$ cat config.mk
export PLATFORM = sky130hd
export DESIGN_NAME = ecdh_queue
export DESIGN_NICKNAME = d
export VERILOG_FILES = /design/src/rtl/event_cut_dual_histogram_defines.svh /design/src/rtl/ecdh_pkg.sv /design/src/rtl/ecdh_queue.sv
export SDC_FILE = /design/constraint.sdc
export NUM_CORES = 1
export LEC_CHECK = 0
export ABC_AREA = 1
export BUFFER_PORTS_ARGS = -buffer_cell sky130_fd_sc_hd__clkbuf_2
export CORE_AREA = 2 2 103 105
export DETAILED_ROUTE_END_ITERATION = 16
export DIE_AREA = 0 0 105 107
export PLACE_DENSITY_LB_ADDON = 0.25
export SLEW_MARGIN = 15
export SYNTH_ARGS = -nofsm -noshare
export SYNTH_HDL_FRONTEND = slang
export SYNTH_SLANG_ARGS = --single-unit
export TNS_END_PERCENT = 10
$ cat constraint.sdc
create_clock -name aclk -period 2.8 [get_ports aclk]
set_input_delay 0.28 -clock aclk [delete_from_list [all_inputs] [get_ports aclk]]
set_output_delay 0.28 -clock aclk [all_outputs]
set_load 0.02 [all_outputs]
$ cat src/rtl/event_cut_dual_histogram_defines.svh
// ----------------------------------------------------------------------------
// Event cut dual histogram: assertion macros
// Concurrent check wrappers clocked on aclk. ASSERT_OFF removes them.
// ----------------------------------------------------------------------------
`ifndef EVENT_CUT_DUAL_HISTOGRAM_DEFINES_SVH
`define EVENT_CUT_DUAL_HISTOGRAM_DEFINES_SVH

`ifndef ASSERT_OFF
// Check while out of reset
`define ECDH_ASSERT(lbl, prop, msg) \
    lbl: assert property (@(posedge aclk) disable iff (!aresetn) prop) else $error(msg);
// Check at every edge, reset included
`define ECDH_ASSERT_ALWAYS(lbl, prop, msg) \
    lbl: assert property (@(posedge aclk) prop) else $error(msg);
`else
`define ECDH_ASSERT(lbl, prop, msg)
`define ECDH_ASSERT_ALWAYS(lbl, prop, msg)
`endif

`endif

$ cat src/rtl/ecdh_pkg.sv
// ----------------------------------------------------------------------------
// Event cut dual histogram: shared package
// Sizes, codes and item/command/result types used across the block.
// ----------------------------------------------------------------------------
package ecdh_pkg;

    // Histogram geometry
    localparam int NUM_BINS    = 75;
    localparam int COUNT_WIDTH = 32;
    localparam int BIN_W       = $clog2(NUM_BINS + 1);
    localparam int BIN_SCALE   = 50;

    // Field widths
    localparam int MASS_W     = 16;
    localparam int CUT_W      = 16;
    localparam int CFG_W      = 16;
    localparam int CFG_IDX_W  = 3;
    localparam int RD_BIN_W   = 7;
    localparam int OUT_CNT_W  = 32;
    localparam int PROD_W     = 32;
    localparam int S_TDATA_W  = 104;
    localparam int S_TUSER_W  = 3;
    localparam int M_TDATA_W  = 48;

    // Bin divider: remainder holds 50*mass and res<<BIN_W
    localparam int REM_W  = MASS_W + BIN_W;
    localparam int STEP_W = $clog2(BIN_W);

    // Command queue (depth is a power of two)
    localparam int QUEUE_DEPTH = 2;
    localparam int QPTR_W      = $clog2(QUEUE_DEPTH);
    localparam int QCNT_W      = $clog2(QUEUE_DEPTH + 1);

    typedef enum logic [1:0] {
        ACT_EVENT = 2'd0,
        ACT_READ  = 2'd1,
        ACT_CLEAR = 2'd2,
        ACT_NONE  = 2'd3
    } action_t;

    typedef enum logic [1:0] {
        CMD_NOP   = 2'd0,
        CMD_COUNT = 2'd1,
        CMD_READ  = 2'd2,
        CMD_CLEAR = 2'd3
    } cmd_kind_t;

    typedef enum logic [CFG_IDX_W-1:0] {
        CFG_ASYM_LIMIT   = 3'd0,
        CFG_ETA_GAP      = 3'd1,
        CFG_SEPARATION   = 3'd2,
        CFG_ALPHA_LOW    = 3'd3,
        CFG_ALPHA_HIGH   = 3'd4,
        CFG_DIJET_RES    = 3'd5,
        CFG_FOURJET_RES  = 3'd6
    } cfg_index_t;

    typedef struct packed {
        logic [CFG_W-1:0] asym_limit;
        logic [CFG_W-1:0] eta_gap_limit;
        logic [CFG_W-1:0] separation_limit;
        logic [CFG_W-1:0] alpha_low;
        logic [CFG_W-1:0] alpha_high;
        logic [CFG_W-1:0] dijet_res_mass;
        logic [CFG_W-1:0] fourjet_res_mass;
    } cfg_t;

    typedef struct packed {
        action_t             action;
        logic [MASS_W-1:0]   fourjet_mass;
        logic [MASS_W-1:0]   avg_dijet_mass;
        logic [CUT_W-1:0]    mass_asymmetry;
        logic [CUT_W-1:0]    eta_gap;
        logic [CUT_W-1:0]    sep_first;
        logic [CUT_W-1:0]    sep_second;
        logic                which_hist;
        logic [RD_BIN_W-1:0] read_bin;
    } item_t;

    typedef struct packed {
        cmd_kind_t           kind;
        logic [MASS_W-1:0]   avg_dijet_mass;
        logic [MASS_W-1:0]   fourjet_mass;
        logic                which_hist;
        logic [RD_BIN_W-1:0] read_bin;
    } cmd_t;

    typedef struct packed {
        logic                 accepted;
        logic [BIN_W-1:0]     dijet_bin;
        logic [BIN_W-1:0]     fourjet_bin;
        logic [OUT_CNT_W-1:0] bin_count;
    } result_t;

    // Saturating histogram increment
    function automatic logic [COUNT_WIDTH-1:0] sat_inc(input logic [COUNT_WIDTH-1:0] c);
        return (c == '1) ? c : c + 1'b1;
    endfunction

    // Clamp a stored count to the reported width
    function automatic logic [OUT_CNT_W-1:0] sat_out(input logic [COUNT_WIDTH-1:0] c);
        logic [63:0] w;
        w = 64'(c);
        return (w > 64'(33'h0FFFF_FFFF)) ? '1 : w[OUT_CNT_W-1:0];
    endfunction

endpackage

$ cat src/rtl/ecdh_queue.sv
// ----------------------------------------------------------------------------
// Event cut dual histogram: command queue
// Small FIFO between front and back end so each side stalls on its own.
// ----------------------------------------------------------------------------
module ecdh_queue (
    input  logic            aclk,
    input  logic            aresetn,
    input  logic            push,
    input  ecdh_pkg::cmd_t  din,
    output logic            full,
    input  logic            pop,
    output ecdh_pkg::cmd_t  dout,
    output logic            empty
);

    logic [ecdh_pkg::QPTR_W-1:0] wr_ptr_reg;
    logic [ecdh_pkg::QPTR_W-1:0] rd_ptr_reg;
    logic [ecdh_pkg::QCNT_W-1:0] count_reg;
    ecdh_pkg::cmd_t              slot_reg [ecdh_pkg::QUEUE_DEPTH];

    assign full  = (count_reg == ecdh_pkg::QCNT_W'(ecdh_pkg::QUEUE_DEPTH));
    assign empty = (count_reg == '0);
    assign dout  = slot_reg[rd_ptr_reg];

    // Pointers and fill count; pointers wrap at the power-of-two depth
    always_ff @(posedge aclk) begin
        if (!aresetn) begin
            wr_ptr_reg <= '0;
            rd_ptr_reg <= '0;
            count_reg  <= '0;
        end else begin
            if (push) begin
                wr_ptr_reg <= wr_ptr_reg + 1'b1;
            end
            if (pop) begin
                rd_ptr_reg <= rd_ptr_reg + 1'b1;
            end
            unique case ({push, pop})
                2'b10:   count_reg <= count_reg + 1'b1;
                2'b01:   count_reg <= count_reg - 1'b1;
                default: count_reg <= count_reg;
            endcase
        end
    end

    // Store entries
    always_ff @(posedge aclk) begin
        if (push) begin
            slot_reg[wr_ptr_reg] <= din;
        end
    end

endmodule

[Word-level counts from Yosys, hierarchy flattened]
Memories as Yosys holds them, arrays and structs flattened. A register that Yosys moved wholly into a read port is not among the register bits.
Index checks and enable logic that the tools add are counted.
Storage, ports and cells
  RAM bits: 84
  flip-flop bits (word level): 4
  memories: 1
  bits of input ports: 46
Operators by class
  reductions and logical operators: 2
  $add $sub $neg: 4
  mux-type cells: 5
  eq/ne operators: 3
Memories
  slot_reg: words 2, bits a word 42, read ports 1, clocked after Yosys merged registers in 1, wr ports 1, line ecdh_queue.sv:19  | ecdh_pkg::cmd_t slot_reg [ecdh_pkg::QUEUE_DEPTH];
Operators with widths (number)
  2-bit == test (second input constant): 2
  1-bit two-way mux: 4
  2-bit one-hot mux with 2 select lines: 1
  1-bit adder (second input constant): 2
  2-bit by 1-bit adder with 2-bit output (second input constant): 1
  2-bit by 1-bit == test with 1-bit output (second input constant): 1
  2-bit zero test: 1
  2-bit nonzero test: 1
  2-bit by 1-bit subtractor with 2-bit output (second input constant): 1

[Logic depth before layout (Yosys ltp)]
Gate-level depths: netlist of run 1.
  depth after elaboration: 3
  depth in mapped cells: 7

[Worst setup path after synthesis of run 1]
OpenSTA, ideal clock, no wires.
  path type: input port to flip-flop
  from: input port push
  to: memory slot_reg[0][0] in the netlist's numbering, enable pin
  setup slack: 0.255 ns
  arrival: 2.103 ns
  setup time: 0.442 ns
  required time: 2.358 ns
  stages on the path: 2
  cells stage by stage: inv_1 -> nor2_1
On the way
  word-level cells in the longest chain between the ends: 2
RTL lines
  start: declaration: line ecdh_queue.sv:8  | input logic push,
  1-bit two-way mux: line ecdh_queue.sv:48  | if (push) begin
  1-bit two-way mux (implied by the code): line ecdh_queue.sv:49  | slot_reg[wr_ptr_reg] <= din;
  end: declaration: line ecdh_queue.sv:19
Every way passes these cells.

==> metrics.cfg, run 1 <==
[status]
status=completed

[detailed_routing]
dr.pass1.iters=4
vias_per_cell=4.24
drt_first_iter_violations=33
wirelength_mm=5.66
via_count=1722
drc=0
ant_nets=0
wl_per_cell_um=14.0

[floorplan]
placementRows=37
start_util_pct=34.3
pin_count=90
core_area_sq_um=10100
die_height_um=107
dieArea_sq_um=11200
die_w_um=105

[power_and_ir_drop]
p_leak_uw=0.00172
p_per_area_nw_per_um2=669
ir_worst_vdd_mv=0.212
report.power.total_uw=2830

[clock_tree]
postCtsSetupRepairBufs=0
cts.htree.levels=3
postCtsHoldBufs=0
cts_buffers=9
cts_root_buf=clkbuf_8
cts_sinks=89
ctsResizeCount=0
clock_path_buffers=2
cts_tree=yes
insertion_delay_ps=350
path_clk_slew_ps=90

[sta]
worst_pin_slew_ps=936
finalSetupViolations=0
clock_skew_ps=8.06
finalCriticalPeriod_ps=1930
fmax_mhz=519
holdWs_ps=117
relSlewSlack_pct=37.5
rsz0062_at_grt=no
drv_slew=0
hold_viol=0
fin_setup_tns_ps=0
period_share_pct=68.9

[layout]
largest_register_ff_count=84
layout.cells.non_filler=406
utilization_pct=42.0
nNetsFinal=312
drive_above_1_share_pct=55.9
diodes=0
syn2layout_area_growth_pct=22.4

[placed_design]
hpwl_mm=3.81
io_buffers=89
dp.cells=390
routabilityCongestion=0.656

[yosys]
syn-num-nets=213
ys_seq_elements=89
synthesis.area_sq_um=3460
avgSynthCellArea_sq_um=20.9
synth_top_area_cell=edfxtp_1
synth.top_cell.area_share_pct=72.8
synthCells=166
synth_area_leaders=edfxtp_1 73%, mux2_4 17%, dfxtp_1 2.9%, buf_12 2.3%, nor2_1 1.3%
synth_seq_area_share_pct=75.7
yosysWarnings=0
ys_types=13

[global_route]
grt_antenna_before_repair=0
grt_pass1_wl_mm=8.37
grt.total_usage_pct=10.2
grt_max_degree=43
first_global_vias=1699
grt_overflow=0

[setup_path]
r2r_cells=2
ff2ff_setup_slack_ps=1220
end_kind=output port
crit_required_ps=2520
critPathLaunchType=register
critPathMaxFanout=27
timing.rr.start=wr_ptr_reg
cp_data_arrival_time_ps=1650
path_class=reg2out
reg2reg_to=slot_reg[1][15]

[worst_hold_path]
hold_depth=1
hp-class=in2reg
min_to=slot_reg[1][25]
hold_path_startpoint=din[25]

[job]
maxCapViolCount=0

-- synthesized netlist by cell type --
| cell type | instances |
|---|---|
| inv_1 | 6 |
| buf_12 | 4 |
| dfxtp_1 | 5 |
| buf_6 | 1 |
| nor2_1 | 12 |
| ha_1 | 1 |
| o21ai_0 | 1 |
| nand2_1 | 8 |
| mux2_2 | 2 |
| nand4_1 | 1 |
| mux2_4 | 40 |
| a21oi_1 | 1 |
| edfxtp_1 | 84 |
-- how the worst max path moves through the flow --
stage	to	slack (ps)	cells after the start
finish	dout[29]	870	3
global route	dout[29]	780	3
CTS	dout[29]	800	3
detailed placement	slot_reg[1][15]	1160	2
global placement	slot_reg[1][12]	1190	2
floorplan	slot_reg[0][0]	250	2
-- logic make-up after synthesis --
logic type / after synthesis / synth area share [%]
adders and majority gates: 1 / 0.361
buffers and inverters: 11 / 3.29
and+or+nand+nor: 21 / 2.35
DFF: 89 / 75.7
muxes: 42 / 18.0
AOI/OAI and AO/OA: 2 / 0.289
-- area by class of cell --
type,count,area (sq um)
fillers,974,5850
flip-flops and latches,89,2620
multi-input cells,66,734
repair buffers,93,475
well taps,136,170
clock buffers,11,131
clock inverters,5,80.1
inverters,6,22.5
-- cell usage in the layout (no fill, tap or decap), drive strengths merged --
master / synthesis / final
mux2: 42 / 42
nand2: 8 / 8
edfxtp: 84 / 84
clkbuf: 0 / 100
clkinv: 0 / 2
ha: 1 / 1
bufinv: 0 / 2
buf: 5 / 4
o21ai: 1 / 1
a21oi: 1 / 1
nor2: 12 / 12
dfxtp: 5 / 5
clkinvlp: 0 / 1
inv: 6 / 6
nand4: 1 / 1
-- metrics by stage --
stage | area [sq um] | setup WS [ps]
2_1_floorplan | 3460 | 255
3_3_place_gp | 4030 | 1190
3_5_place_dp | 4030 | 1160
4_1_cts | 4240 | 805
5_1_grt | 4240 | 784
6_report | 4240 | 872
-- worst max-delay path: stages (launching register included) --
cell      delay [ps]
dfxtp_2          330
buf_4            420
mux2_2           400
clkbuf_2         150
-- where the power goes --
| group | internal [uW] | leakage (uW) | switching (uW) |
|---|---|---|---|
| sequential | 1530 | 0.000830 | 19.2 |
| combinational | 157 | 0.000784 | 199 |
| clock | 502 | 0.000101 | 422 |
| total | 2190 | 0.00172 | 641 |
-- layer usage --
layer	track usage, %	wire length (um)	up-vias
li1	-	-	822
met1	11.9	2340	833
met2	16.3	2760	59
met3	4.32	477	8
met4	4.86	80	0
met5	0	0	-
No activity file was read; power rests on OpenSTA's default activity.
==> run 2, diff against run 1 <==
==> constraint.sdc (replaced) <==
create_clock -name aclk -period 1.9 [get_ports aclk]
set_input_delay 0.19 -clock aclk [delete_from_list [all_inputs] [get_ports aclk]]
set_output_delay 0.19 -clock aclk [all_outputs]
set_load 0.02 [all_outputs]
==> metrics.cfg, run 2 (synthesis gave the netlist of run 1 again) <==
[sta]
worst_pin_slew_ps=335  ; -601 ps
drv_slew=0  ; unchanged
period_share_pct=91.8
clock_skew_ps=6.70  ; -1.36 ps
finalSetupViolations=0  ; unchanged
hold_viol=0  ; unchanged
fmax_mhz=574
relSlewSlack_pct=77.7  ; +40 points
holdWs_ps=34.4  ; -82.3 ps
finalCriticalPeriod_ps=1740
rsz0062_at_grt=no
fin_setup_tns_ps=0  ; unchanged

[detailed_routing]
dr.pass1.iters=4  ; unchanged
wl_per_cell_um=13.7  ; -2.0%
vias_per_cell=4.25  ; +0.25%
via_count=1722  ; unchanged
drc=0  ; unchanged
ant_nets=0  ; unchanged
wirelength_mm=5.54  ; -2.3%
drt_first_iter_violations=47  ; +42%

[placed_design]
routabilityCongestion=0.645  ; -1.8%
post_dp_cell_area_sq_um=4060  ; +0.75%
dp.cells=389  ; -0.26%
hpwl_mm=3.53  ; -7.4%
io_buffers=89  ; unchanged

[clock_tree]
insertion_delay_ps=340  ; about the same
postCtsSetupRepairBufs=0  ; unchanged
cts_tree=yes
cts_buffers=9  ; unchanged
cts_root_buf=clkbuf_8
cts.htree.levels=3  ; unchanged
clock_path_buffers=2  ; unchanged
cts_sinks=89  ; unchanged
postCtsHoldBufs=0  ; unchanged
path_clk_slew_ps=90  ; about the same
ctsResizeCount=0  ; unchanged

[layout]
final_common_cell=clkbuf_2
diodes=0  ; unchanged
final_area_sq_um=4270  ; +0.68%
layout.cells.non_filler=405  ; -0.25%
largest_register_ff_count=84  ; unchanged
nFillCells=954  ; -2.1%
utilization_pct=42.3  ; +0.29 points
drive_above_1_share_pct=55.8  ; -0.16 points
syn2layout_area_growth_pct=23.2
final_cell_mix=89 x clkbuf_2, 84 x edfxtp_1, 40 x mux2_4
nNetsFinal=311  ; -0.32%

[setup_path]
end_kind=output port
ff2ff_setup_slack_ps=750  ; -470 ps
crit_path_end=dout[24]
reg2reg_to=slot_reg[1][34]
critPathLaunchType=register
path_class=reg2out
cp_data_arrival_time_ps=1550  ; -100 ps
critPathMaxFanout=42  ; +56%
r2r_cells=3  ; +1
timing.rr.start=wr_ptr_reg
crit_required_ps=1710  ; -810 ps

[power_and_ir_drop]
p_clk_share_pct=32.4  ; -0.2 points
p_int_uw=3230  ; +47%
p_sw_uw=938  ; +46%
seqPwrFrac_pct=54.9  ; about the same
p_sw_share_pct=22.5  ; -0.12 points
p_leak_uw=0.00172  ; +0.15%
p_per_area_nw_per_um2=978  ; +46%
pwr-share-comb_pct=12.7  ; about the same
ir_worst_vdd_mv=0.387  ; +83%

[global_route]
grt_antenna_before_repair=0  ; unchanged
first_global_vias=1796  ; +5.7%
grt_overflow=0  ; unchanged
grt_max_degree=43  ; unchanged
grt.total_usage_pct=10.2  ; +0.020 points
grt_pass1_wl_mm=8.64  ; +3.2%

[floorplan]
start_util_pct=34.3  ; unchanged
pin_count=90  ; unchanged
die_w_um=105  ; unchanged
dieArea_sq_um=11200  ; unchanged
placementRows=37  ; unchanged
die_height_um=107  ; unchanged
core_area_sq_um=10100  ; unchanged

[job]
maxCapViolCount=0  ; unchanged

[worst_hold_path]
hp-class=in2reg

[status]
status=completed

run 2: per-stage QoR:
| step | setup WS, ps | total power [uW] |
|---|---|---|
| after floorplan | 58.7 | 2710 |
| after detailed placement | 524 | 2880 |
| after global routing | 80.3 | 4340 |
| final | 157 | 4170 |
| after CTS | 130 | 4230 |
| after global placement | 535 | 2870 |
run 2: power by group through the flow:
stage	sequential, uW	clock [uW]	combinational [uW]
6_report	2290	1350	530
5_1_grt	2300	1470	570
4_1_cts	2290	1400	542
3_5_place_dp	2340	0	541
3_3_place_gp	2330	0	538
2_1_floorplan	2330	0	377
run 2: cell type report:
type,instances,area (sq um),area share (%)
inverters,6,22.5,0.528
clock buffers,10,128,2.99
well taps,136,170,3.99
flip-flops and latches,89,2620,61.5
repair buffers,92,505,11.8
multi-input cells,66,734,17.2
clock inverters,6,82.6,1.94
run 2: critical path, stage by stage, from the launching register on:
cell,delay [ps]
dfxtp_2,340
buf_12,300
mux2_2,390
clkbuf_2,160
run 2: metal layers:
metal | GRT usage (%) | wire length (um) | part of all wire [%] | up-vias
li1 | - | - | - | 822
met1 | 10.8 | 2270 | 41 | 840
met2 | 17.9 | 2820 | 51 | 53
met3 | 4.13 | 356 | 6.4 | 7
met4 | 4.57 | 91 | 1.6 | 0
met5 | 0 | 0 | 0 | -
run 2: worst min path at each step:
stage	startpoint	endpoint	depth (start not counted)
floorplan	din[0]	slot_reg[0][0]	0
global placement	din[17]	slot_reg[0][17]	1
detailed placement	din[7]	slot_reg[0][7]	1
CTS	din[26]	slot_reg[0][26]	1
global route	din[3]	slot_reg[0][3]	1
finish	din[37]	slot_reg[0][37]	1
==> run 3, diff against run 2 <==
--- a/config.mk
+++ b/config.mk
@@ -10,7 +10,7 @@
 export CORE_AREA = 2 2 103 105
 export DETAILED_ROUTE_END_ITERATION = 16
 export DIE_AREA = 0 0 105 107
-export PLACE_DENSITY_LB_ADDON = 0.25
+export PLACE_DENSITY_LB_ADDON = 0.05
 export SLEW_MARGIN = 15
 export SYNTH_ARGS = -nofsm -noshare
 export SYNTH_HDL_FRONTEND = slang
==> metrics.cfg, run 3 (synthesis gave the netlist of run 1 again) <==
[clock_tree]
path_clk_slew_ps=90  ; about the same
cts_tree=yes
cts_root_buf=clkbuf_8
cts.htree.levels=3  ; unchanged
ctsResizeCount=0  ; unchanged
cts_sinks=89  ; unchanged
postCtsHoldBufs=0  ; unchanged
insertion_delay_ps=340  ; about the same
cts_buffers=9  ; unchanged
postCtsSetupRepairBufs=0  ; unchanged
clock_path_buffers=2  ; unchanged

[sta]
rsz0062_at_grt=no
relSlewSlack_pct=77.7  ; about the same
holdWs_ps=26.8  ; -7.62 ps
setup_slack_ps=252  ; +95.3 ps
fin_setup_tns_ps=0  ; unchanged
fmax_mhz=607  ; +5.8%
clock_skew_ps=6.97  ; +0.267 ps
drv_slew=0  ; unchanged
worst_pin_slew_ps=334  ; -0.937 ps
finalCriticalPeriod_ps=1650  ; -95.3 ps
finalSetupViolations=0  ; unchanged
hold_viol=0  ; unchanged
period_share_pct=86.7  ; -5.0 points

[setup_path]
path_class=reg2out
r2r_cells=3  ; unchanged
reg2reg_to=slot_reg[1][35]
crit_required_ps=1710  ; about the same
end_kind=output port
critPathMaxFanout=22  ; -48%
timing.rr.start=wr_ptr_reg
cp_data_arrival_time_ps=1460  ; -90 ps
ff2ff_setup_slack_ps=680  ; -70 ps
critPathLaunchType=register

[floorplan]
pin_count=90  ; unchanged
dieArea_sq_um=11200  ; unchanged
die_height_um=107  ; unchanged
placementRows=37  ; unchanged
start_util_pct=34.3  ; unchanged
die_w_um=105  ; unchanged
core_area_sq_um=10100  ; unchanged

[worst_hold_path]
min_to=slot_reg[1][32]
hp-class=in2reg
hold_depth=1  ; unchanged
hold_path_startpoint=din[32]

[detailed_routing]
dr.pass1.iters=4  ; unchanged
wirelength_mm=5.71  ; +3.1%
vias_per_cell=4.22  ; -0.68%
drc=0  ; unchanged
ant_nets=0  ; unchanged
drt_first_iter_violations=44  ; -6.4%
wl_per_cell_um=14.0  ; +2.3%
via_count=1723  ; +0.058%

[placed_design]
hpwl_mm=3.75  ; +6.2%
pre_cts_slack_ps=605  ; +80.5 ps
io_buffers=89  ; unchanged
routabilityCongestion=0.666  ; +3.4%

[power_and_ir_drop]
p_leak_uw=0.00172  ; about the same
report.power.total_uw=3940  ; -5.5%
p_per_area_nw_per_um2=931  ; -4.8%
ir_worst_vdd_mv=0.414  ; +6.9%

[layout]
largest_register_ff_count=84  ; unchanged
diodes=0  ; unchanged
nNetsFinal=314  ; +0.96%
utilization_pct=42.0  ; -0.30 points
final_common_cell=clkbuf_2
nFillCells=970  ; +1.7%
final_cell_mix=89 x clkbuf_2, 84 x edfxtp_1, 40 x mux2_4
syn2layout_area_growth_pct=22.3
drive_above_1_share_pct=56.6  ; +0.86 points

[global_route]
first_global_vias=1645  ; -8.4%
grt_overflow=0  ; unchanged
grt.total_usage_pct=10.4  ; +0.17 points
grt_antenna_before_repair=0  ; unchanged
grt_pass1_wl_mm=8.64  ; unchanged
grt_max_degree=23  ; -47%

[status]
status=completed

[job]
maxCapViolCount=0  ; unchanged

run 3: per-layer routing:
metal	wire length (um)	track usage (%)
met3	394	4.01
met5	0	0
met1	2350	12.2
met4	42	5.14
met2	2920	16.7
run 3: power by group:
| part | total, uW | switching, uW | internal [uW] |
|---|---|---|---|
| registers | 2290 | 30.4 | 2260 |
| logic | 534 | 292 | 242 |
| clock network | 1120 | 645 | 473 |
run 3: how the worst max path moves through the flow:
stage,startpoint,endpoint,slack (ps),depth (start not counted)
4_1_cts,register,dout[29],220,3
5_1_grt,register,dout[29],180,3
6_report,register,dout[29],250,3
2_1_floorplan,wr_ptr_reg,slot_reg[0][0],60,1
3_3_place_gp,register,dout[29],620,3
3_5_place_dp,register,dout[29],600,3
run 3: metrics by stage:
step | instance area (sq um) | std cells
floorplan | 3470 | 166
global placement | 4070 | 392
detailed placement | 4070 | 392
CTS | 4240 | 408
global route | 4240 | 408
finish | 4240 | 408
run 3: worst max-delay path, cell delays in order (launching register included):
cell and delay (ps):
dfxtp_2 380, buf_12 210, mux2_2 360, clkbuf_2 160
run 3: cell type report:
cell class / instances / area (sq um) / share of cell area [%]
Inverter: 6 / 22.5 / 0.532
Tap cell: 136 / 170 / 4.02
Clock inverter: 7 / 46.3 / 1.09
Timing Repair Buffer: 95 / 515 / 12.2
Clock buffer: 9 / 124 / 2.92
Multi-Input combinational cell: 66 / 734 / 17.3
Sequential cell: 89 / 2620 / 61.9
