===== config.mk =====
export PLATFORM = sky130hd
export DESIGN_NAME = ecdh_front
export DESIGN_NICKNAME = d
export VERILOG_FILES = /design/src/rtl/event_cut_dual_histogram_defines.svh /design/src/rtl/ecdh_pkg.sv /design/src/rtl/ecdh_front.sv
export SDC_FILE = /design/constraint.sdc
export NUM_CORES = 1
export LEC_CHECK = 0
export ABC_AREA = 1
export BUFFER_PORTS_ARGS = -buffer_cell sky130_fd_sc_hd__buf_2
export CAP_MARGIN = 25
export CORE_ASPECT_RATIO = 1.5
export CORE_UTILIZATION = 30
export DETAILED_ROUTE_END_ITERATION = 7
export PLACE_DENSITY = 0.43
export SETUP_SLACK_MARGIN = 0.2
export SLEW_MARGIN = 20
export SYNTH_ARGS = -nofsm -noshare
export SYNTH_HDL_FRONTEND = slang
export SYNTH_SLANG_ARGS = --single-unit

===== constraint.sdc =====
create_clock -name aclk -period 10.7 [get_ports aclk]
set_clock_uncertainty 0.15 [all_clocks]
set_input_delay 0 -clock aclk [delete_from_list [all_inputs] [get_ports aclk]]
set_output_delay 0 -clock aclk [all_outputs]
set_load 0.05 [all_outputs]

===== src/rtl/event_cut_dual_histogram_defines.svh =====
// ----------------------------------------------------------------------------
// Event cut dual histogram: assertion macros
// Concurrent check wrappers clocked on aclk. ASSERT_OFF removes them.
// ----------------------------------------------------------------------------
`ifndef EVENT_CUT_DUAL_HISTOGRAM_DEFINES_SVH
`define EVENT_CUT_DUAL_HISTOGRAM_DEFINES_SVH

`ifndef ASSERT_OFF
// Check while out of reset
`define ECDH_ASSERT(lbl, prop, msg) \
    lbl: assert property (@(posedge aclk) disable iff (!aresetn) prop) else $error(msg);
// Check at every edge, reset included
`define ECDH_ASSERT_ALWAYS(lbl, prop, msg) \
    lbl: assert property (@(posedge aclk) prop) else $error(msg);
`else
`define ECDH_ASSERT(lbl, prop, msg)
`define ECDH_ASSERT_ALWAYS(lbl, prop, msg)
`endif

`endif


===== src/rtl/ecdh_pkg.sv =====
// ----------------------------------------------------------------------------
// Event cut dual histogram: shared package
// Sizes, codes and item/command/result types used across the block.
// ----------------------------------------------------------------------------
package ecdh_pkg;

    // Histogram geometry
    localparam int NUM_BINS    = 75;
    localparam int COUNT_WIDTH = 32;
    localparam int BIN_W       = $clog2(NUM_BINS + 1);
    localparam int BIN_SCALE   = 50;

    // Field widths
    localparam int MASS_W     = 16;
    localparam int CUT_W      = 16;
    localparam int CFG_W      = 16;
    localparam int CFG_IDX_W  = 3;
    localparam int RD_BIN_W   = 7;
    localparam int OUT_CNT_W  = 32;
    localparam int PROD_W     = 32;
    localparam int S_TDATA_W  = 104;
    localparam int S_TUSER_W  = 3;
    localparam int M_TDATA_W  = 48;

    // Bin divider: remainder holds 50*mass and res<<BIN_W
    localparam int REM_W  = MASS_W + BIN_W;
    localparam int STEP_W = $clog2(BIN_W);

    // Command queue (depth is a power of two)
    localparam int QUEUE_DEPTH = 2;
    localparam int QPTR_W      = $clog2(QUEUE_DEPTH);
    localparam int QCNT_W      = $clog2(QUEUE_DEPTH + 1);

    typedef enum logic [1:0] {
        ACT_EVENT = 2'd0,
        ACT_READ  = 2'd1,
        ACT_CLEAR = 2'd2,
        ACT_NONE  = 2'd3
    } action_t;

    typedef enum logic [1:0] {
        CMD_NOP   = 2'd0,
        CMD_COUNT = 2'd1,
        CMD_READ  = 2'd2,
        CMD_CLEAR = 2'd3
    } cmd_kind_t;

    typedef enum logic [CFG_IDX_W-1:0] {
        CFG_ASYM_LIMIT   = 3'd0,
        CFG_ETA_GAP      = 3'd1,
        CFG_SEPARATION   = 3'd2,
        CFG_ALPHA_LOW    = 3'd3,
        CFG_ALPHA_HIGH   = 3'd4,
        CFG_DIJET_RES    = 3'd5,
        CFG_FOURJET_RES  = 3'd6
    } cfg_index_t;

    typedef struct packed {
        logic [CFG_W-1:0] asym_limit;
        logic [CFG_W-1:0] eta_gap_limit;
        logic [CFG_W-1:0] separation_limit;
        logic [CFG_W-1:0] alpha_low;
        logic [CFG_W-1:0] alpha_high;
        logic [CFG_W-1:0] dijet_res_mass;
        logic [CFG_W-1:0] fourjet_res_mass;
    } cfg_t;

    typedef struct packed {
        action_t             action;
        logic [MASS_W-1:0]   fourjet_mass;
        logic [MASS_W-1:0]   avg_dijet_mass;
        logic [CUT_W-1:0]    mass_asymmetry;
        logic [CUT_W-1:0]    eta_gap;
        logic [CUT_W-1:0]    sep_first;
        logic [CUT_W-1:0]    sep_second;
        logic                which_hist;
        logic [RD_BIN_W-1:0] read_bin;
    } item_t;

    typedef struct packed {
        cmd_kind_t           kind;
        logic [MASS_W-1:0]   avg_dijet_mass;
        logic [MASS_W-1:0]   fourjet_mass;
        logic                which_hist;
        logic [RD_BIN_W-1:0] read_bin;
    } cmd_t;

    typedef struct packed {
        logic                 accepted;
        logic [BIN_W-1:0]     dijet_bin;
        logic [BIN_W-1:0]     fourjet_bin;
        logic [OUT_CNT_W-1:0] bin_count;
    } result_t;

    // Saturating histogram increment
    function automatic logic [COUNT_WIDTH-1:0] sat_inc(input logic [COUNT_WIDTH-1:0] c);
        return (c == '1) ? c : c + 1'b1;
    endfunction

    // Clamp a stored count to the reported width
    function automatic logic [OUT_CNT_W-1:0] sat_out(input logic [COUNT_WIDTH-1:0] c);
        logic [63:0] w;
        w = 64'(c);
        return (w > 64'(33'h0FFFF_FFFF)) ? '1 : w[OUT_CNT_W-1:0];
    endfunction

endpackage


===== src/rtl/ecdh_front.sv =====
// ----------------------------------------------------------------------------
// Event cut dual histogram: front end
// Holds one input item with its ratio products and classifies it into a
// back-end command (count, read, clear or nothing).
// ----------------------------------------------------------------------------
module ecdh_front (
    input  logic             aclk,
    input  logic             aresetn,
    input  logic             s_tvalid,
    output logic             s_tready,
    input  ecdh_pkg::item_t  s_item,
    input  ecdh_pkg::cfg_t   cfg,
    input  logic             q_full,
    output logic             q_push,
    output ecdh_pkg::cmd_t   q_cmd
);

    logic                         hold_valid_reg;
    ecdh_pkg::item_t              hold_item_reg;
    logic [ecdh_pkg::PROD_W-1:0]  prod_low_reg;
    logic [ecdh_pkg::PROD_W-1:0]  prod_high_reg;
    logic [ecdh_pkg::PROD_W-1:0]  avg_shifted;
    logic                         pass;
    logic                         take;

    assign s_tready = !hold_valid_reg || !q_full;
    assign take     = s_tvalid && s_tready;
    assign q_push   = hold_valid_reg && !q_full;

    // Hold valid flag
    always_ff @(posedge aclk) begin
        if (!aresetn) begin
            hold_valid_reg <= 1'b0;
        end else if (take) begin
            hold_valid_reg <= 1'b1;
        end else if (q_push) begin
            hold_valid_reg <= 1'b0;
        end
    end

    // Capture item and form the ratio bound products
    always_ff @(posedge aclk) begin
        if (take) begin
            hold_item_reg <= s_item;
            prod_low_reg  <= ecdh_pkg::PROD_W'(cfg.alpha_low) *
                             ecdh_pkg::PROD_W'(s_item.fourjet_mass);
            prod_high_reg <= ecdh_pkg::PROD_W'(cfg.alpha_high) *
                             ecdh_pkg::PROD_W'(s_item.fourjet_mass);
        end
    end

    // Apply the cuts; ratio test is avg*2^16 against alpha*four
    always_comb begin
        avg_shifted = {hold_item_reg.avg_dijet_mass, 16'h0000};
        pass = (hold_item_reg.mass_asymmetry < cfg.asym_limit) &&
               (hold_item_reg.eta_gap < cfg.eta_gap_limit) &&
               (hold_item_reg.sep_first < cfg.separation_limit) &&
               (hold_item_reg.sep_second < cfg.separation_limit) &&
               (hold_item_reg.fourjet_mass != '0) &&
               (avg_shifted > prod_low_reg) &&
               (avg_shifted < prod_high_reg);
    end

    // Build the command
    always_comb begin
        q_cmd.avg_dijet_mass = hold_item_reg.avg_dijet_mass;
        q_cmd.fourjet_mass   = hold_item_reg.fourjet_mass;
        q_cmd.which_hist     = hold_item_reg.which_hist;
        q_cmd.read_bin       = hold_item_reg.read_bin;
        unique case (hold_item_reg.action)
            ecdh_pkg::ACT_EVENT: begin
                q_cmd.kind = pass ? ecdh_pkg::CMD_COUNT : ecdh_pkg::CMD_NOP;
            end
            ecdh_pkg::ACT_READ: begin
                q_cmd.kind = ecdh_pkg::CMD_READ;
            end
            ecdh_pkg::ACT_CLEAR: begin
                q_cmd.kind = ecdh_pkg::CMD_CLEAR;
            end
            default: begin
                q_cmd.kind = ecdh_pkg::CMD_NOP;
            end
        endcase
    end

endmodule


# Word-level counts from Yosys, hierarchy flattened

Index checks and enable logic that the tools add are counted.

Flip-flop bits (word level): 171
Output and inout bits: 44

Multipliers: 2
Muxes and demuxes: 4
Order comparisons: 6
Reduce and logical (&&, ||, !) cells: 14
Equality and inequality tests: 2

Operators by type and width:

| cell                                                             | number |
|---|---|
| 16-bit less-than comparator                                      | 4 |
| 16-bit by 16-bit multiplier with 32-bit output                   | 2 |
| 32-bit > comparator                                              | 1 |
| 32-bit less-than comparator                                      | 1 |
| 16-bit nonzero test                                              | 1 |
| 1-bit logical AND                                                | 8 |
| 2-bit case mux with 3 select lines                               | 1 |
| 1-bit 2-to-1 mux                                                 | 3 |
| 2-bit by 1-bit == test with 1-bit output (second input constant) | 1 |
| 2-bit == test (second input constant)                            | 1 |
| 1-bit logical NOT                                                | 2 |
| 2-bit logical NOT                                                | 1 |
| 2-bit nonzero test                                               | 1 |
| 1-bit logical OR                                                 | 1 |

# Depth between registers and ports, before layout

Gate-level depths: netlist of the first run.

Word-level depth: 9
Depth in mapped cells: 28
Mapped depth without buffers: 26

# Worst setup path before layout of the first run

OpenSTA, ideal clock, no wires.

Path kind: register to register
From: register hold_valid_reg
To: register hold_item_reg[104] in the netlist's numbering, enable pin
Buffers on the path: 0
Period minus slack after synthesis: 9388 ps
Library setup time: 756 ps
Arrival: 8483 ps
Path slack: 1312 ps
Stages on the path, launching flop included: 2
Cell sequence: dfxtp_1 a21oi_1

Longest elaborated chain between the ends: 3

RTL lines:

| item                     | RTL line         | text |
|---|---|---|
| start: declaration       | ecdh_front.sv:18 | `logic hold_valid_reg;` |
| start signal: assignment | ecdh_front.sv:33 | `hold_valid_reg <= 1'b0;` |
| start signal: assignment | ecdh_front.sv:35 | `hold_valid_reg <= 1'b1;` |
| start signal: assignment | ecdh_front.sv:37 | `hold_valid_reg <= 1'b0;` |
| 1-bit logical NOT        | ecdh_front.sv:26 | `assign s_tready = !hold_valid_reg \|\| !q_full;` |
| 1-bit logical OR         | ecdh_front.sv:26 |  |
| 1-bit logical AND        | ecdh_front.sv:27 | `assign take = s_tvalid && s_tready;` |
| named net take           | ecdh_front.sv:24 | `logic take;` |
| end signal: assignment   | ecdh_front.sv:44 | `hold_item_reg <= s_item;` |
| end: declaration         | ecdh_front.sv:19 | `ecdh_pkg::item_t hold_item_reg;` |

The timed path passes the listed nets, and every way through them passes these cells.
A chain may end at the register's enable or synchronous reset.

# Final worst setup path of the first run

From: input port s_item[89] in the netlist's numbering
To: register prod_low_reg[24] in the netlist's numbering (data pin)

Longest elaborated chain between the ends: 1

RTL lines:

| item                                           | RTL line         | text |
|---|---|---|
| start: declaration                             | ecdh_front.sv:11 | `input ecdh_pkg::item_t s_item,` |
| 16-bit by 16-bit multiplier with 32-bit output | ecdh_front.sv:45 | `prod_low_reg <= ecdh_pkg::PROD_W'(cfg.alpha_low) *` |
| end signal: assignment                         | ecdh_front.sv:45 |  |
| end: declaration                               | ecdh_front.sv:20 | `logic [ecdh_pkg::PROD_W-1:0] prod_low_reg;` |

No other way between the ends.

==> results of run 1 <==
cell families after synthesis:
| kind of cell | share of synthesized area (%) |
|---|---|
| buf+inv | 15.11 |
| simple gates | 15.14 |
| fa+ha+maj | 44.33 |
| compound gates | 4.073 |
| flops | 19.70 |
| xor+xnor | 1.650 |
metrics by stage:
stage / util (%) / setup slack [ps]
floorplan: - / 1312
global placement: 32.72 / 4486
detailed placement: 32.72 / 4524
CTS: 34.59 / 4775
global route: 34.59 / 4385
finish: 34.60 / 4706
routing by layer:
metal	GRT usage (%)	routed length [microns]	vias up
li1	-	-	9483
met1	21.62	32520	9617
met2	30.86	37230	409
met3	1.892	2354	66
met4	4.852	1498	4
met5	0	21	-
worst max-delay path by stage:
stage,to,cells after the start,slack [ps]
after floorplan,hold_item_reg[104],1,1310
after global placement,prod_low_reg[30],23,4490
after detailed placement,prod_low_reg[26],22,4520
after CTS,prod_low_reg[24],23,4780
after global routing,prod_low_reg[24],23,4380
final,prod_low_reg[24],23,4710
area by class of cell:
cell class | count | area [sq um] | share of cell area [%]
diodes | 1 | 2.502 | 0.008470
clock buffers | 18 | 429.2 | 1.453
clock inverters | 13 | 167.7 | 0.5675
inverters | 854 | 3206 | 10.85
multi-input cells | 1905 | 16970 | 57.45
flip-flops and latches | 171 | 5125 | 17.35
well taps | 1130 | 1414 | 4.786
repair buffers | 341 | 2227 | 7.538
critical path, stage by stage:
cell	delay, ps
dlygate4sd3_1	530
buf_2	100
buf_4	410
nand2_1	150
fa_1	540
fa_1	540
inv_1	50
fa_1	520
fa_1	460
fa_1	510
inv_1	50
fa_1	480
inv_1	40
ha_1	390
nand2_1	80
inv_1	110
nand3_1	160
nor3_4	250
nand4_1	170
nand3_1	160
nand2_1	90
nand3_1	70
nand2_1	120
placed cells by master, fill, tap and decap left out, types with 8 or more instances in the layout:
cell / n
inv_1: 850
nand2_1: 754
fa_1: 388
ha_1: 301
buf_2: 233
edfxtp_1: 170
nor2_1: 119
dlygate4sd3_1: 100
a21oi_1: 94
nand3_1: 52
xor2_1: 38
o21ai_0: 31
nor3_1: 22
nand4_1: 19
clkbuf_16: 17
xnor2_1: 11
a21o_1: 10
nand2_2: 8
o21bai_1: 8
o21ai_1: 8
buf_4: 8
timing repair:
action	4_1_cts	5_1_grt
hold endpoints to repair	99	0
setup endpoints to repair	0	0
hold buffers	100	0
==> results.toml, run 1 <==
[synth]
post_synth_main_area_contributors = "fa_1, edfxtp_1, ha_1"
syn-instance-count = 3083
synthTopCellsByCount = "inv_1, nand2_1, fa_1, ha_1, edfxtp_1"
synth-seq-cells = 171
synth_top_area_cell = "fa_1"
synth_sequential_area_ratio_pct = 19.70
syn-cell-area_sq_mm = 0.02602
synth_most_common_cell = "inv_1"
netlist.area_leader.share_pct = 29.85
post_synth_edffs = 170
primary_flip_flop_cell_chosen_by_synthesis_mapping = "edfxtp_1"
yosys_warnings = 0
asyncSetResetFlopFracSynth_pct = 0
postSynthNetCount = 3994
post_synth_num_cell_types = 40
synth_area_per_cell_sq_um = 8.439

[setup_path]
crit_path_end_kind = "flip-flop"
cp.required_ps = 10740
critical_path.max_fanout = 33
worst-endpoint-arrival_ps = 6030
reg2reg_setup_slack_ps = 7460
critical_path.reg2reg.startpoint = "hold_valid_reg"
ff2ff_path_depth = 4
worstSetupStartpoint = "s_item[89]"
category_of_the_most_critical_setup_path = "primary input to flip-flop"
r2r_end = "q_cmd[20]"
startpoint_type = "primary input"

[clocking]
cts_setup_buffers = 0
cts.htree.levels = 4
insertion_delay_ps = 470
clk_root_buffer_cell = "clkbuf_16"
cts_resized = 0
numCtsBuffers = 17
tritoncts = "yes"
clkTransAtPathRegs_ps = 70
tritoncts_num_sinks = 171
clock_path_buffers = 2

[placed_design]
io_buffers = 233
weighted_congestion_at_the_end_of_routability_driven_global_placement = 0.8517
placedCellCount = 4301
hpwl_microns = 58360
placement.cell_area_sq_mm = 0.02794

[global_route]
globalRouteOverflowTotal = 0
grt_util_all_layers_pct = 17.20
grt_pass1_wl_microns = 115900
largest_net_degree_at_the_start_of_global_routing = 64
antenna_found_initial = 3
first_global_vias = 20890

[final_layout]
fraction_of_final_layout_cells_sized_beyond_drive_strength_1_pct = 9.328
final_nets = 4201
areaGrowthSynthToFinish_pct = 13.56
fillers = 9037
final_cells = 4433
number_of_flip_flops_in_the_largest_register = 66
final_design_area_no_fill_sq_mm = 0.02954

[sta]
post-route-period-util_pct = 56.02
tightest_slew_ps = 1037
count_of_endpoints_failing_hold_in_the_final_timing_report = 0
setup-tns-final_ps = 0
maxSlewHeadroom_pct = 30.87
grt_setup_unrepaired = "false"
final.hold.worst_slack_ps = 53.82
timing_max_transition_violations_final = 0
f_max_mhz = 166.8
setup_viol_count_final = 0
final_period_minus_worst_setup_slack_ps = 5994

[worst_hold_path]
worstHoldPathType = "primary input to flip-flop"
holdPathEnd = "q_cmd[23]"
worst_hold_path_depth = 1
holdCritStartpoint = "s_item[103]"

[detailed_routing]
drt_first_iter_violations = 806
via_count_of_the_routed_design = 19580
route.final.wire_length_microns = 73620
detail_route.wl_per_cell_microns = 16.61
drc = 0
avgViaCountPerCell = 4.417
drtPass1Iterations = 5
detail-route-antenna-nets = 0

[run]
maxCapViolations = 0

[floorplanning]
design.die.area_sq_mm = 0.08793
starting_density_pct = 30.47
core-area_sq_mm = 0.08540
num_rows = 131
fp.dieH_microns = 362.7
io_pins = 266
die-width_microns = 242.5

[status]
status = "finished clean"
Power of run 1 is left out: the tool's default activity adds up to more than one toggle a clock period on the data nets, which glitch-free logic cannot reach.
==> inputs of run 2 (changes only) <==
--- a/config.mk
+++ b/config.mk
@@ -11,7 +11,7 @@
 export CORE_ASPECT_RATIO = 1.5
 export CORE_UTILIZATION = 30
 export DETAILED_ROUTE_END_ITERATION = 7
-export PLACE_DENSITY = 0.43
+export PLACE_DENSITY = 0.45
 export SETUP_SLACK_MARGIN = 0.2
 export SLEW_MARGIN = 20
 export SYNTH_ARGS = -nofsm -noshare
==> constraint.sdc (replaced) <==
create_clock -name aclk -period 5.35 [get_ports aclk]
set_clock_uncertainty 0.15 [all_clocks]
set_input_delay 0 -clock aclk [delete_from_list [all_inputs] [get_ports aclk]]
set_output_delay 0 -clock aclk [all_outputs]
set_load 0.05 [all_outputs]
==> results.toml, run 2 (synthesis results as in run 1) <==
[status]
status = "finished clean"

[clocking]
clk_root_buffer_cell = "clkbuf_16"
cts.htree.levels = 4
tritoncts_num_sinks = 171
cts_setup_buffers = 0
clock_path_buffers = 2
tritoncts = "yes"
numCtsBuffers = 17
insertion_delay_ps = 490
clkTransAtPathRegs_ps = 80

[final_layout]
final-seq-area_sq_mm = 0.005125
fraction_of_final_layout_cells_sized_beyond_drive_strength_1_pct = 15.76
number_of_flip_flops_in_the_largest_register = 66
final_nets = 4420
layout_common_cells = "inv_1, nand2_1, fa_1"
multi_input_comb_area_sq_mm = 0.01711
areaGrowthSynthToFinish_pct = 21.67
antenna-diode-count = 0
mostFrequentLayoutCell = "inv_1"
fillers = 8904

[sta]
f_max_mhz = 200.2
tightest_slew_ps = 831.9
final.hold.worst_slack_ps = 22.93
maxSlewHeadroom_pct = 44.54
post-route-period-util_pct = 93.38
count_of_endpoints_failing_hold_in_the_final_timing_report = 0
timing_max_transition_violations_final = 0
setup_viol_count_final = 0
grt_setup_unrepaired = "true"
final_period_minus_worst_setup_slack_ps = 4996

[setup_path]
startpoint_type = "primary input"
cp.required_ps = 5440
worst-endpoint-arrival_ps = 5080
crit_path_end_kind = "flip-flop"
critical_path.max_fanout = 12
category_of_the_most_critical_setup_path = "primary input to flip-flop"

[floorplanning]
num_rows = 131
fp.dieH_microns = 362.7
design.die.area_sq_mm = 0.08793
die-width_microns = 242.5
io_pins = 266
core-area_sq_mm = 0.08540
starting_density_pct = 30.47

[global_route]
first_global_vias = 21470
largest_net_degree_at_the_start_of_global_routing = 119
grt_util_all_layers_pct = 17.65
globalRouteOverflowTotal = 0
grt_pass1_wl_microns = 119300
antenna_found_initial = 3

[detailed_routing]
drc = 0
drtPass1Iterations = 5
route.final.wire_length_microns = 75540
detail_route.wl_per_cell_microns = 16.24
detail-route-antenna-nets = 0
drt_first_iter_violations = 839
via_count_of_the_routed_design = 20330
avgViaCountPerCell = 4.370

[placed_design]
io_buffers = 233
weighted_congestion_at_the_end_of_routability_driven_global_placement = 0.8485
hpwl_microns = 64400

[run]
maxCapViolations = 0

[worst_hold_path]
worstHoldPathType = "primary input to flip-flop"
==> run 2: worst paths after layout <==
kind	startpoint	end	slack, ps	cells after the start
worst min register to register	hold_valid_reg	q_cmd[7]	770	2
worst min-delay path	q_full	q_cmd[7]	20	3
worst max register to register	hold_valid_reg	q_cmd[19]	3640	2
worst max-delay path	cfg[48]	prod_low_reg[19]	350	21
==> run 2: metrics by stage <==
step / worst slack, ps / instance area (sq um) / util [%] / setup TNS [ps] / instances
after floorplan: 202.4 / 26130 / - / 0 / 3083
after global placement: -220.6 / 29820 / 34.92 / -2593 / 4514
after detailed placement: -245.1 / 29820 / 34.92 / -3194 / 4514
after CTS: 233.7 / 31490 / 36.88 / 0 / 4652
after global routing: 185.4 / 31660 / 37.07 / 0 / 4652
final: 354.1 / 31660 / 37.07 / 0 / 4652
==> run 2: per-layer routing <==
metal	vias to the layer above	track usage (%)	share of wire (%)
li1	9931	-	-
met3	57	1.870	3.0
met1	9965	21.94	44
met5	-	0	0.064
met2	372	32.47	52
met4	6	4.008	1.5
==> run 2: critical path, cell delays in order <==
cell and delay (ps):
buf_2 170, dlygate4sd3_1 610, buf_4 200, nand2_1 80, inv_1 40, ha_1 200, fa_1 410, fa_1 490
inv_1 50, fa_1 550, fa_1 420, fa_1 490, inv_1 40, ha_1 340, nand2_2 100, buf_4 140
nor3_1 290, buf_4 180, buf_4 100, a21oi_2 50, xnor2_1 130
==> run 2: what timing repair did <==
| item | in CTS | in global routing |
|---|---|---|
| hold buffers | 106 | 1 |
| setup endpoints to repair | 0 | 28 |
| gates resized for setup | 0 | 45 |
| endpoints found under the hold margin | 105 | 1 |
==> run 2: layout make-up <==
class | instances | share of cell area, %
clock inverters | 15 | 0.5850
multi-input cells | 1905 | 54.05
clock buffers | 17 | 1.344
inverters | 854 | 10.13
well taps | 1130 | 4.466
flip-flops and latches | 171 | 16.19
repair buffers | 560 | 13.24
Power of run 2 is left out for the same reason.
==> inputs of run 3 (changes only) <==
--- a/config.mk
+++ b/config.mk
@@ -5,7 +5,7 @@
 export SDC_FILE = /design/constraint.sdc
 export NUM_CORES = 1
 export LEC_CHECK = 0
-export ABC_AREA = 1
+export ABC_AREA = 0
 export BUFFER_PORTS_ARGS = -buffer_cell sky130_fd_sc_hd__buf_2
 export CAP_MARGIN = 25
 export CORE_ASPECT_RATIO = 1.5
==> results.toml, run 3 <==
[worst_hold_path]
holdPathEnd = "q_cmd[8]"
worst_hold_path_depth = 1
holdCritStartpoint = "s_item[88]"
worstHoldPathType = "primary input to flip-flop"

[synth]
yosys_warnings = 0
synth_sequential_area_ratio_pct = 20.73
synthTopCellsByCount = "inv_1, fa_1, nand2_1, ha_1, and2_1"
post_synth_edffs = 170
synth_top_area_cell = "fa_1"
netlist.area_leader.share_pct = 31.42
postSynthNetCount = 3417
asyncSetResetFlopFracSynth_pct = 0
synth-seq-cells = 171
syn-cell-area_sq_mm = 0.02472
syn-instance-count = 2506
post_synth_num_cell_types = 63
synth_area_per_cell_sq_um = 9.865
primary_flip_flop_cell_chosen_by_synthesis_mapping = "edfxtp_1"
post_synth_main_area_contributors = "fa_1, edfxtp_1, ha_1"
synth_most_common_cell = "inv_1"

[setup_path]
category_of_the_most_critical_setup_path = "primary input to flip-flop"
critical_path.max_fanout = 8
critical_path.reg2reg.startpoint = "hold_valid_reg"
startpoint_type = "primary input"
crit_path_end_kind = "flip-flop"
worst-endpoint-arrival_ps = 5340
r2r_end = "q_cmd[8]"
cp.required_ps = 5420
reg2reg_setup_slack_ps = 3440
ff2ff_path_depth = 3

[detailed_routing]
detail_route.wl_per_cell_microns = 18.64
drc = 0
avgViaCountPerCell = 4.660
detail-route-antenna-nets = 0
drtPass1Iterations = 5
drt_first_iter_violations = 624
route.final.wire_length_microns = 76210
via_count_of_the_routed_design = 19050

[final_layout]
fraction_of_final_layout_cells_sized_beyond_drive_strength_1_pct = 22.89
final_cells = 4088
final_nets = 3943
fillers = 8212
areaGrowthSynthToFinish_pct = 28.75
number_of_flip_flops_in_the_largest_register = 66
layout_common_cells = "inv_1, fa_1, nand2_1"
final-seq-area_sq_mm = 0.005125
mostFrequentLayoutCell = "inv_1"
multi_input_comb_area_sq_mm = 0.01776

[floorplanning]
fp.dieH_microns = 353.6
core-area_sq_mm = 0.08136
design.die.area_sq_mm = 0.08358
num_rows = 128
starting_density_pct = 30.39
die-width_microns = 236.4
io_pins = 266

[sta]
grt_setup_unrepaired = "true"
f_max_mhz = 189.9
setup_viol_count_final = 0
tightest_slew_ps = 970.9
maxSlewHeadroom_pct = 35.27
timing_max_transition_violations_final = 0
final_period_minus_worst_setup_slack_ps = 5266
count_of_endpoints_failing_hold_in_the_final_timing_report = 0
post-route-period-util_pct = 98.42

[clocking]
insertion_delay_ps = 450
clk_root_buffer_cell = "clkbuf_16"
tritoncts_num_sinks = 171
numCtsBuffers = 17
cts.htree.levels = 4
tritoncts = "yes"
clock_path_buffers = 2
clkTransAtPathRegs_ps = 70

[placed_design]
placedCellCount = 3929
hpwl_microns = 64040
weighted_congestion_at_the_end_of_routability_driven_global_placement = 0.8674
io_buffers = 233

[global_route]
first_global_vias = 21280
grt_util_all_layers_pct = 18.49
grt_pass1_wl_microns = 117300
largest_net_degree_at_the_start_of_global_routing = 162
globalRouteOverflowTotal = 0
antenna_found_initial = 4

[run]
maxCapViolations = 0

[status]
status = "finished clean"
==> run 3: layer usage <==
metal	routed length (microns)	vias up	global-route usage (%)
met5	34	-	0
met4	2960	6	7.545
met3	2466	126	2.362
met2	42200	379	35.78
met1	28550	9673	19.96
li1	-	8866	-
==> run 3: worst max-delay path by stage <==
stage / from / to / depth (start not counted)
after floorplan: s_item[92] / prod_low_reg[25] / 21
after global placement: s_item[89] / prod_low_reg[24] / 20
after detailed placement: s_item[98] / prod_low_reg[24] / 20
after CTS: s_item[92] / prod_low_reg[17] / 22
after global routing: s_item[103] / prod_low_reg[28] / 20
final: s_item[92] / prod_low_reg[25] / 22
==> run 3: cell type report <==
class,instances,share of cell area (%)
multi-input cells,1666,55.81
flip-flops and latches,171,16.10
repair buffers,631,15.80
inverters,545,6.427
well taps,1040,4.088
clock buffers,18,1.348
clock inverters,14,0.4010
diodes,3,0.02359
==> run 3: per-stage QoR <==
stage	util [%]	setup slack (ps)	instance area, sq um	TNS (ps)	hold slack, ps
finish	39.12	84.38	31830	0	24.93
global route	39.12	-42.31	31830	-143.0	25.92
CTS	38.49	79.37	31320	0	15.00
detailed placement	35.78	-827.6	29110	-19670	28.19
global placement	35.78	-857.3	29110	-19170	28.33
floorplan	-	-132.1	25120	-525.8	-51.13
==> run 3: cells by family (layout without fill, tap and decap cells) <==
family / count (synthesis) / count (layout) / share of synthesized area [%]
buffers and inverters: 669 / 1208 / 10.77
AO/OA/AOI/OAI: 230 / 230 / 6.119
flip-flops: 171 / 171 / 20.73
multiplexers: 1 / 1 / 0.04049
AND/OR/NAND/NOR: 698 / 698 / 13.99
adder cells (fa/ha/maj): 689 / 689 / 46.65
XOR/XNOR: 48 / 48 / 1.701
other: 0 / 3 / 0
==> run 3: timing repair <==
| action | CTS | global route |
|---|---|---|
| gates resized for setup | 108 | 94 |
| hold buffers | 106 | 0 |
| pin swaps | 46 | 53 |
| hold endpoints to repair | 112 | 0 |
| endpoints found under the setup margin | 32 | 27 |
| setup buffers | 7 | 8 |
| cloned | 3 | 0 |
==> run 3: worst max-delay path, stage by stage <==
cell and delay, ps:
buf_16 130, buf_12 140, and2_4 130, fa_1 520, inv_1 50, fa_1 470
inv_1 50, fa_1 470, fa_1 540, fa_1 520, inv_2 40, fa_1 540
inv_2 50, ha_4 230, a21oi_4 190, a21oi_1 90, a211o_1 330, a21oi_2 170
o21ai_2 90, a221o_1 330, a211oi_2 170, nor2_1 60
Power of run 3 is left out for the same reason.
